$ cat src/rtl/sg_descriptor_builder_assert.svh
// Assertion macros shared by the descriptor builder RTL.
`ifndef SG_DESCRIPTOR_BUILDER_ASSERT_SVH
`define SG_DESCRIPTOR_BUILDER_ASSERT_SVH

// Same-cycle implication, checked out of reset.
`define SGD_ASSERT_IMP(lbl, ante, cons, msg) \
  lbl: assert property (@(posedge clk_i) disable iff (!rst_ni) (ante) |-> (cons)) \
    else $error(msg);

// Next-cycle implication, checked out of reset.
`define SGD_ASSERT_NXT(lbl, ante, cons, msg) \
  lbl: assert property (@(posedge clk_i) disable iff (!rst_ni) (ante) |=> (cons)) \
    else $error(msg);

`endif

$ cat src/rtl/sgd_pkg.sv
// Types and codes of the scatter-gather descriptor builder.
package sgd_pkg;

  localparam int ADDR_W = 48;
  localparam int LEN_W  = 32;
  localparam int OFF_W  = 32;
  localparam int CNT_REG_W = 5;

  typedef enum logic [1:0] {
    CMD_LOAD_DATA = 2'd0,
    CMD_LOAD_DESC = 2'd1,
    CMD_ADD       = 2'd2,
    CMD_CLEAR     = 2'd3
  } sgd_cmd_e;

  typedef enum logic [1:0] {
    ST_OK        = 2'd0,
    ST_ZERO_SIZE = 2'd1,
    ST_DATA_FULL = 2'd2,
    ST_DESC_FULL = 2'd3
  } sgd_status_e;

  localparam logic CFG_DATA_COUNT = 1'b0;
  localparam logic CFG_DESC_COUNT = 1'b1;

  typedef struct packed {
    logic [ADDR_W-1:0] addr;
    logic [LEN_W-1:0]  len;
  } sgd_seg_t;

  typedef struct packed {
    sgd_cmd_e          cmd;
    logic [3:0]        seg_index;
    logic [ADDR_W-1:0] seg_addr;
    logic [LEN_W-1:0]  seg_len;
    logic [LEN_W-1:0]  req_size;
  } sgd_req_t;

  typedef struct packed {
    sgd_status_e       status;
    logic [ADDR_W-1:0] buf_addr;
    logic [LEN_W-1:0]  buf_len;
    logic [OFF_W-1:0]  buf_offset;
    logic [OFF_W-1:0]  desc_offset;
    logic              sof;
    logic              eof;
    logic              last;
  } sgd_res_t;

endpackage

$ cat src/rtl/sgd_ram.sv
// Generic single-write, single-read RAM with registered read data.
module sgd_ram #(
  parameter int WIDTH = 80,
  parameter int DEPTH = 16
) (
  input  logic                                     clk_i,
  input  logic                                     we_i,
  input  logic [(DEPTH > 1 ? $clog2(DEPTH) : 1)-1:0] waddr_i,
  input  logic [WIDTH-1:0]                         wdata_i,
  input  logic [(DEPTH > 1 ? $clog2(DEPTH) : 1)-1:0] raddr_i,
  output logic [WIDTH-1:0]                         rdata_o
);

  logic [WIDTH-1:0] mem_q [DEPTH];

  always_ff @(posedge clk_i) begin
    if (we_i) begin
      mem_q[waddr_i] <= wdata_i;
    end
    rdata_o <= mem_q[raddr_i];
  end

endmodule

$ cat src/rtl/sg_descriptor_builder.sv
// Scatter-gather descriptor builder: segment tables, offset walk and result output.
//
//  channel   handshake             payload
//  request   start_i / busy_o      req_i   (sgd_req_t)
//  result    result_valid_o        result_o (sgd_res_t), one cycle per result
//  config    cfg_we_i / cfg_idx_i  cfg_wdata_i
//
// Loads and clears finish without leaving idle; a zero-size add gives its error result the next cycle.
// Other adds run twice over the tables, a planning pass then an emitting pass; each
// table entry visited takes a RAM read state then an evaluate state, and every slot
// search restarts at descriptor entry 0.
// Offsets reset to zero; the tables need no clearing. Results cannot be stalled.
module sg_descriptor_builder
  import sgd_pkg::*;
#(
  parameter int MAX_SEGMENTS = 16,
  parameter int DESC_BYTES   = 52,
  parameter int DESC_ALIGN   = 64
) (
  input  logic                 clk_i,
  input  logic                 rst_ni,
  input  logic                 start_i,
  output logic                 busy_o,
  input  sgd_req_t             req_i,
  output logic                 result_valid_o,
  output sgd_res_t             result_o,
  input  logic                 cfg_we_i,
  input  logic                 cfg_idx_i,
  input  logic [CNT_REG_W-1:0] cfg_wdata_i
);

  `include "sg_descriptor_builder_assert.svh"

  localparam int IDX_W   = MAX_SEGMENTS > 1 ? $clog2(MAX_SEGMENTS) : 1;
  localparam int CNT_W   = $clog2(MAX_SEGMENTS + 1);
  localparam int DOFF_W  = OFF_W + 2;
  localparam int SOFF_W  = LEN_W + CNT_W + 2;
  localparam int ALB     = $clog2(DESC_ALIGN);
  localparam int SEG_W   = ADDR_W + LEN_W;

  typedef enum logic [3:0] {
    S_IDLE, S_DLOC_RD, S_DLOC_EV, S_SLOC_RD, S_SLOC_EV, S_SLOT_RD, S_SLOT_EV,
    S_PIECE, S_DNEXT_RD, S_DNEXT_EV
  } state_e;

  state_e state_q;
  logic [CNT_REG_W-1:0] data_cnt_q, desc_cnt_q;
  logic [OFF_W-1:0]  next_data_q, next_desc_q;
  logic              pass_q;
  logic [LEN_W-1:0]  req_size_q, sz_q;
  logic [CNT_W-1:0]  i_q, j_q, cnt_q;
  logic [DOFF_W-1:0] off_q, inside_q, doff_q, soff_q;
  logic [ADDR_W-1:0] daddr_q;
  logic [LEN_W-1:0]  dlen_q;
  logic [SOFF_W-1:0] base_q, sr_q, dinside_q, slot_q;

  logic              accept, ram_we_data, ram_we_desc, idx_ok;
  logic [IDX_W-1:0]  waddr;
  sgd_seg_t          wseg, d_ent, s_ent;
  logic [SEG_W-1:0]  d_raw, s_raw;
  logic [CNT_W-1:0]  ndata, ndesc;
  logic [ADDR_W-1:0] pa;
  logic [ALB-1:0]    rem;
  logic [SOFF_W-1:0] adj, inside2, slot_end;
  logic              fits, last_piece;
  logic [LEN_W-1:0]  space, piece;
  logic [DOFF_W-1:0] doff_new;
  logic              slot_ovf, data_ovf, run_out;

  function automatic sgd_res_t err_res(sgd_status_e code);
    sgd_res_t r;
    r        = '0;
    r.status = code;
    r.last   = 1'b1;
    return r;
  endfunction

  assign accept      = start_i && !busy_o;
  assign idx_ok      = 32'(req_i.seg_index) < MAX_SEGMENTS;
  assign ram_we_data = accept && req_i.cmd == CMD_LOAD_DATA && idx_ok;
  assign ram_we_desc = accept && req_i.cmd == CMD_LOAD_DESC && idx_ok;
  assign waddr       = IDX_W'(req_i.seg_index);
  assign wseg        = '{addr: req_i.seg_addr, len: req_i.seg_len};
  assign busy_o      = state_q != S_IDLE;

  sgd_ram #(.WIDTH(SEG_W), .DEPTH(MAX_SEGMENTS)) u_data_tab (
    .clk_i, .we_i(ram_we_data), .waddr_i(waddr), .wdata_i(wseg),
    .raddr_i(i_q[IDX_W-1:0]), .rdata_o(d_raw)
  );

  sgd_ram #(.WIDTH(SEG_W), .DEPTH(MAX_SEGMENTS)) u_desc_tab (
    .clk_i, .we_i(ram_we_desc), .waddr_i(waddr), .wdata_i(wseg),
    .raddr_i(j_q[IDX_W-1:0]), .rdata_o(s_raw)
  );

  always_comb begin
    d_ent = sgd_seg_t'(d_raw);
    s_ent = sgd_seg_t'(s_raw);
    ndata = (32'(data_cnt_q) > MAX_SEGMENTS) ? CNT_W'(MAX_SEGMENTS) : CNT_W'(data_cnt_q);
    ndesc = (32'(desc_cnt_q) > MAX_SEGMENTS) ? CNT_W'(MAX_SEGMENTS) : CNT_W'(desc_cnt_q);
    // Slot search: round the physical address up to the alignment, then check room.
    pa       = s_ent.addr + ADDR_W'(dinside_q);
    rem      = pa[ALB-1:0];
    adj      = (rem == '0) ? '0 : SOFF_W'(DESC_ALIGN) - SOFF_W'(rem);
    inside2  = dinside_q + adj;
    fits     = inside2 + SOFF_W'(DESC_BYTES) <= SOFF_W'(s_ent.len);
    slot_end = slot_q + SOFF_W'(DESC_BYTES);
    space      = dlen_q - LEN_W'(inside_q);
    last_piece = space >= sz_q;
    piece      = last_piece ? sz_q : space;
    doff_new   = doff_q + DOFF_W'(piece);
    slot_ovf   = slot_end > SOFF_W'({OFF_W{1'b1}});
    data_ovf   = doff_new > DOFF_W'({OFF_W{1'b1}});
    run_out    = 32'(i_q) + 1 >= 32'(ndata) || 32'(cnt_q) + 1 >= MAX_SEGMENTS;
  end

  always_ff @(posedge clk_i or negedge rst_ni) begin
    if (!rst_ni) begin
      state_q        <= S_IDLE;
      data_cnt_q     <= '0;
      desc_cnt_q     <= '0;
      next_data_q    <= '0;
      next_desc_q    <= '0;
      pass_q         <= 1'b0;
      result_valid_o <= 1'b0;
    end else begin
      if (cfg_we_i) begin
        if (cfg_idx_i == CFG_DATA_COUNT) data_cnt_q <= cfg_wdata_i;
        else                             desc_cnt_q <= cfg_wdata_i;
      end
      unique case (state_q)
        S_IDLE: begin
          result_valid_o <= accept && req_i.cmd == CMD_ADD && req_i.req_size == '0;
          if (accept) begin
            if (req_i.cmd == CMD_CLEAR) begin
              next_data_q <= '0;
              next_desc_q <= '0;
            end else if (req_i.cmd == CMD_ADD) begin
              if (req_i.req_size == '0) begin
                result_o <= err_res(ST_ZERO_SIZE);
              end else begin
                req_size_q <= req_i.req_size;
                sz_q       <= req_i.req_size;
                pass_q     <= 1'b0;
                i_q        <= '0;
                cnt_q      <= '0;
                off_q      <= DOFF_W'(next_data_q);
                doff_q     <= DOFF_W'(next_data_q);
                soff_q     <= DOFF_W'(next_desc_q);
                state_q    <= S_DLOC_RD;
              end
            end
          end
        end
        S_DLOC_RD: begin
          result_valid_o <= i_q >= ndata;
          if (i_q >= ndata) begin
            result_o <= err_res(ST_DATA_FULL);
            state_q  <= S_IDLE;
          end else begin
            state_q <= S_DLOC_EV;
          end
        end
        S_DLOC_EV: begin
          result_valid_o <= 1'b0;
          if (off_q >= DOFF_W'(d_ent.len)) begin
            off_q   <= off_q - DOFF_W'(d_ent.len);
            i_q     <= i_q + CNT_W'(1);
            state_q <= S_DLOC_RD;
          end else begin
            inside_q <= off_q;
            daddr_q  <= d_ent.addr;
            dlen_q   <= d_ent.len;
            j_q      <= '0;
            base_q   <= '0;
            sr_q     <= SOFF_W'(soff_q);
            state_q  <= S_SLOC_RD;
          end
        end
        S_SLOC_RD, S_SLOT_RD: begin
          result_valid_o <= j_q >= ndesc;
          if (j_q >= ndesc) begin
            result_o <= err_res(ST_DESC_FULL);
            state_q  <= S_IDLE;
          end else begin
            state_q <= (state_q == S_SLOC_RD) ? S_SLOC_EV : S_SLOT_EV;
          end
        end
        S_SLOC_EV: begin
          result_valid_o <= 1'b0;
          if (sr_q >= SOFF_W'(s_ent.len)) begin
            sr_q    <= sr_q - SOFF_W'(s_ent.len);
            base_q  <= base_q + SOFF_W'(s_ent.len);
            j_q     <= j_q + CNT_W'(1);
            state_q <= S_SLOC_RD;
          end else begin
            dinside_q <= sr_q;
            state_q   <= S_SLOT_RD;
          end
        end
        S_SLOT_EV: begin
          result_valid_o <= 1'b0;
          if (fits) begin
            slot_q  <= base_q + inside2;
            state_q <= S_PIECE;
          end else begin
            // The aligned spot ran past this segment end: go on to the next one.
            base_q    <= base_q + SOFF_W'(s_ent.len);
            dinside_q <= '0;
            j_q       <= j_q + CNT_W'(1);
            state_q   <= S_SLOT_RD;
          end
        end
        S_PIECE: begin
          result_valid_o <= slot_ovf || pass_q || (last_piece ? data_ovf : run_out);
          if (slot_ovf) begin
            result_o <= err_res(ST_DESC_FULL);
            state_q  <= S_IDLE;
          end else begin
            if (pass_q) begin
              result_o.status      <= ST_OK;
              result_o.buf_addr    <= daddr_q + ADDR_W'(inside_q);
              result_o.buf_len     <= piece;
              result_o.buf_offset  <= next_data_q;
              result_o.desc_offset <= slot_q[OFF_W-1:0];
              result_o.sof         <= cnt_q == '0;
              result_o.eof         <= last_piece;
              result_o.last        <= last_piece;
            end
            cnt_q    <= cnt_q + CNT_W'(1);
            soff_q   <= DOFF_W'(slot_end);
            inside_q <= '0;
            doff_q   <= doff_new;
            if (last_piece) begin
              if (pass_q) begin
                next_data_q <= doff_new[OFF_W-1:0];
                next_desc_q <= slot_end[OFF_W-1:0];
                state_q     <= S_IDLE;
              end else if (data_ovf) begin
                result_o <= err_res(ST_DATA_FULL);
                state_q  <= S_IDLE;
              end else begin
                // The plan fits: run the same walk again and emit it.
                pass_q  <= 1'b1;
                sz_q    <= req_size_q;
                i_q     <= '0;
                cnt_q   <= '0;
                off_q   <= DOFF_W'(next_data_q);
                doff_q  <= DOFF_W'(next_data_q);
                soff_q  <= DOFF_W'(next_desc_q);
                state_q <= S_DLOC_RD;
              end
            end else begin
              sz_q <= sz_q - space;
              i_q  <= i_q + CNT_W'(1);
              if (run_out) begin
                result_o <= err_res(ST_DATA_FULL);
                state_q  <= S_IDLE;
              end else begin
                state_q <= S_DNEXT_RD;
              end
            end
          end
        end
        S_DNEXT_RD: begin
          result_valid_o <= 1'b0;
          state_q        <= S_DNEXT_EV;
        end
        S_DNEXT_EV: begin
          result_valid_o <= 1'b0;
          daddr_q <= d_ent.addr;
          dlen_q  <= d_ent.len;
          j_q     <= '0;
          base_q  <= '0;
          sr_q    <= SOFF_W'(soff_q);
          state_q <= S_SLOC_RD;
        end
        default: begin
          result_valid_o <= 1'b0;
          state_q        <= S_IDLE;
        end
      endcase
    end
  end

  `SGD_ASSERT_IMP(a_err_is_last, result_valid_o && result_o.status != ST_OK,
                  result_o.last && !result_o.sof, "error result not marked last")
  `SGD_ASSERT_IMP(a_ok_from_walk, result_valid_o && result_o.status == ST_OK,
                  $past(busy_o), "ok result without a table walk")
  `SGD_ASSERT_NXT(a_add_starts_walk,
                  accept && req_i.cmd == CMD_ADD && req_i.req_size != '0,
                  busy_o, "add request did not start a walk")
  `SGD_ASSERT_IMP(a_eof_last, result_valid_o, result_o.eof == (result_o.last &&
                  result_o.status == ST_OK), "eof and last disagree")

endmodule

$ cat config.mk
export PLATFORM = sky130hd
export DESIGN_NAME = sg_descriptor_builder
export DESIGN_NICKNAME = d
export VERILOG_FILES = /design/src/rtl/sgd_pkg.sv /design/src/rtl/sgd_ram.sv /design/src/rtl/sg_descriptor_builder.sv
export VERILOG_INCLUDE_DIRS = /design/src /design/src/rtl
export SDC_FILE = /design/constraint.sdc
export NUM_CORES = 2
export LEC_CHECK = 0
export ABC_AREA = 1
export BUFFER_PORTS_ARGS = -buffer_cell sky130_fd_sc_hd__buf_2
export CAP_MARGIN = 20
export CORE_UTILIZATION = 30
export CTS_CLUSTER_SIZE = 25
export DETAILED_ROUTE_END_ITERATION = 12
export GPL_TIMING_DRIVEN = 0
export HOLD_SLACK_MARGIN = 0.08
export RECOVER_POWER = 50
export SYNTH_ARGS = -nofsm -noshare
export SYNTH_HDL_FRONTEND = slang
export SYNTH_SLANG_ARGS = --single-unit
$ cat constraint.sdc
create_clock -name clk_i -period 47.7 [get_ports clk_i]
set_clock_uncertainty 0.15 [all_clocks]
set_input_delay 9.54 -clock clk_i [delete_from_list [all_inputs] [get_ports clk_i]]
set_output_delay 9.54 -clock clk_i [all_outputs]
set_load 0.02 [all_outputs]
==> flow_metrics.env <==
export IMPL_cts_resized=0
export IMPL_grt_overflow=0
export IMPL_endpoint_kind="flip-flop"
export IMPL_timing_fmax_mhz=71.1
export IMPL_die_boundary_width_um=643
export IMPL_initial_core_util=0.301
export IMPL_wire_per_inst_um=25.4
export IMPL_post_route_min_period_ns=14.07
export IMPL_synth_fp_nets=11500
export IMPL_timing_max_slew_rel_slack=-1.17
export IMPL_cp_data_arrival_time_ns=14.49
export IMPL_failed_checks="max-capacitance violations, max-slew violations"
export IMPL_drt_first_iter_violations=11600
export IMPL_dp_slack_ns=33.06
export IMPL_power_density_cell_area_nw_per_um2=49.8
export IMPL_crit_slowest_cell="clkbuf_1"
export IMPL_synthesis_yosys_warnings=0
export IMPL_post_route_cells_drive_above_1_share=0.0727
export IMPL_ir_worst_vdd_v=0.0000274
export IMPL_slew_violations=1352
export IMPL_postSynth_asyncResetShare=0.0298
export IMPL_critPathMaxStageDelay_ns=1.57
export IMPL_grt_pass1_wl_mm=620
export IMPL_run_status="finished, violations left"
export IMPL_postRouteWirelength_mm=443
export IMPL_chipHeight_um=643
export IMPL_clock_latency_ns=0.93
export IMPL_layout_nets=12200
export IMPL_routed_via_count=91500
export IMPL_rsz0062_at_grt="false"
export IMPL_synth_edf_count=2488
export IMPL_setup_violations_final=0
export IMPL_postRouteAntennaNets=0
export IMPL_area_growth_synth_to_final_pct=16.5
export IMPL_worst_path_most_repeated_cell="buf_4"
export IMPL_synthesis_instances=11000
export IMPL_postSynthRegisterBits=2686
export IMPL_clk_transition_reported_paths_ns=0.06
export IMPL_maximum_fanout_along_the_worst_path=39
export IMPL_layout_cells_most_common="edfxtp_1"
export IMPL_crit_required_ns=48.12
export IMPL_clk_path_buf_depth=4
export IMPL_cts_hold_buffers=0
export IMPL_power_leakage_nw=51.7
export IMPL_layout_worst_path_cycle_share=0.295
export IMPL_seq_area_frac_synth=0.641
export IMPL_synth_area_per_cell_um2=11.2
export IMPL_hold_viol_final=0
export IMPL_worstMarginPinSlew_ns=3.26
export IMPL_first_global_vias=85800
export IMPL_dp_final_hpwl_mm=330
export IMPL_tritoncts_clock_tree="yes"
export IMPL_post_route_worst_setup_slack_ns=33.63
export IMPL_drt_vias_per_instance=5.24
export IMPL_post_cts_buffers=0
export IMPL_most_common_layout_cells="2488 x edfxtp_1, 1638 x nand2_1, 1508 x nor2_1"
export IMPL_critPathKind="in -> reg"
export IMPL_final_setup_tns_ns=0
export IMPL_start_kind="primary input"
export IMPL_port_buffers=278
export IMPL_worst_hold_path_type="reg -> reg"
export IMPL_clock_sinks=2686
export IMPL_die_area_um2=414000
export IMPL_most_frequently_used_flop_master_after_synthesis="edfxtp_1"
export IMPL_cap_viol_max_count=41
export IMPL_num_rows=235
export IMPL_cts_buffers=293
export IMPL_num_io_pins=279
export IMPL_antenna_violations_before_repair=92
export IMPL_cp_cell_sequence="clkbuf_1 > inv_1 > a2111oi_2 > buf_2 > buf_2 > buf_2 > buf_4 > buf_2 > buf_4 > buf_4 > buf_4 > buf_4"
export IMPL_grtUsageTotal=0.205
export IMPL_remaining_drc_errors=0
export IMPL_clk_root_buffer_cell="clkbuf_16"
export IMPL_report_power_total_mw=7.15
export IMPL_detail_route_first_pass_iterations=6
export IMPL_gp_congestion=0.953
export IMPL_post_route_util=0.351
export IMPL_cts_htree_levels=5
export IMPL_grt_start_max_net_pins=47
export IMPL_core_area_um2=409000
export IMPL_mappedNetlistArea_um2=123000
export IMPL_count_of_unique_library_cells_instantiated_by_yosys=68
[layout make-up]
type | count | area (um^2)
Clock inverter | 163 | 1540
Buffer | 489 | 1880
Multi-Input combinational cell | 7006 | 39400
Tap cell | 5451 | 6820
Sequential cell | 2686 | 79100
Inverter | 834 | 3130
Antenna cell | 30 | 75.1
Fill cell | 40600 | 266000
Timing Repair Buffer | 423 | 3690
Clock buffer | 374 | 7960
[through the flow]
step,cells,cell area [um^2],hold WS (ns)
after floorplan,11000,123000,0.236
after global placement,16700,132000,0.237
after detailed placement,16900,134000,0.239
after CTS,17400,144000,0.250
after global routing,17400,144000,0.257
final,17500,144000,0.250
[per-layer routing]
layer	GRT usage	wire length [um]	up-vias
met3	0.0402	41500	734
met2	0.331	203000	4427
met5	0	296	-
met4	0.0716	16600	48
met1	0.274	182000	45200
li1	-	-	41100
[kinds of logic (layout without fill, tap and decap cells)]
logic type	Yosys count	in the layout	share of synthesized area
AO/OA/AOI/OAI	2204	2204	0.110
flip-flops	2686	2686	0.641
buffers and inverters	1323	2283	0.0411
multiplexers	318	318	0.0258
AND/OR/NAND/NOR	3905	3905	0.130
XOR/XNOR	238	238	0.0169
adder cells (fa/ha/maj)	340	340	0.0351
other	1	31	0.0000304
[power breakdown]
| part | leakage (nW) | internal, mW | switching (mW) | total (mW) |
|---|---|---|---|---|
| logic | 22.4 | 0.585 | 1.44 | 2.02 |
| clock network | 4.64 | 1.31 | 0.966 | 2.28 |
| registers | 24.6 | 2.75 | 0.104 | 2.85 |
| total | 51.7 | 4.65 | 2.51 | 7.15 |
[final timing paths]
| kind | end | cells past startpoint | slack (ns) | start |
|---|---|---|---|---|
| worst max-delay path | result_o[133] | 12 | 33.63 | rst_ni |
| worst min-delay path | daddr_q[1] | 0 | 0.25 | u_data_tab.rdata_o[33] |
| worst max register to register | result_o[38] | 40 | 35.68 | inside_q[1] |
| worst min register to register | daddr_q[1] | 0 | 0.25 | u_data_tab.rdata_o[33] |
| max in group asynchronous | next_desc_q[6] | 2 | 34.24 | rst_ni |
| min in group asynchronous | result_valid_o | 1 | 9.16 | rst_ni |
[worst max-delay path: cells and delay by family]
kind | cells | cell delay [ns]
buffers and inverters | 11 | 4.14
AO/OA/AOI/OAI | 1 | 0.74
[cell usage after synthesis (all sizes together), types with 29 or more instances]
master | n | area, um^2
clkbuf | 402 | 1510
o211ai | 105 | 788
o21ai | 928 | 4670
nand2 | 1645 | 6210
a21o | 29 | 218
o221ai | 327 | 2860
nand3 | 377 | 1910
dfrtp | 80 | 2000
a21oi | 484 | 2420
edfxtp | 2488 | 74700
ha | 330 | 4130
a31oi | 52 | 325
o21a | 43 | 323
nand4 | 137 | 885
xor2 | 149 | 1310
buf | 87 | 429
xnor2 | 89 | 780
dfxtp | 118 | 2360
mux2i | 318 | 3180
o32ai | 146 | 1280
inv | 827 | 3100
nor2 | 1556 | 5900
or2 | 34 | 213
nor3 | 112 | 571
[sequential cells by signal, indices dropped and copies added, names as in the netlist, 32 cells and up]
| name | count |
|---|---|
| u_desc_tab.rdata_o | 38 |
| req_size_q | 32 |
| next_desc_q | 32 |
| result_o | 149 |
| dinside_q | 39 |
| doff_q | 34 |
| sr_q | 39 |
| daddr_q | 48 |
| off_q | 34 |
| u_data_tab.rdata_o | 80 |
| slot_q | 39 |
| inside_q | 34 |
| soff_q | 34 |
| sz_q | 32 |
| base_q | 39 |
| u_data_tab.mem_q | 1280 |
| dlen_q | 32 |
| u_desc_tab.mem_q | 608 |
| next_data_q | 32 |
No activity file was read; power rests on OpenSTA's default activity.
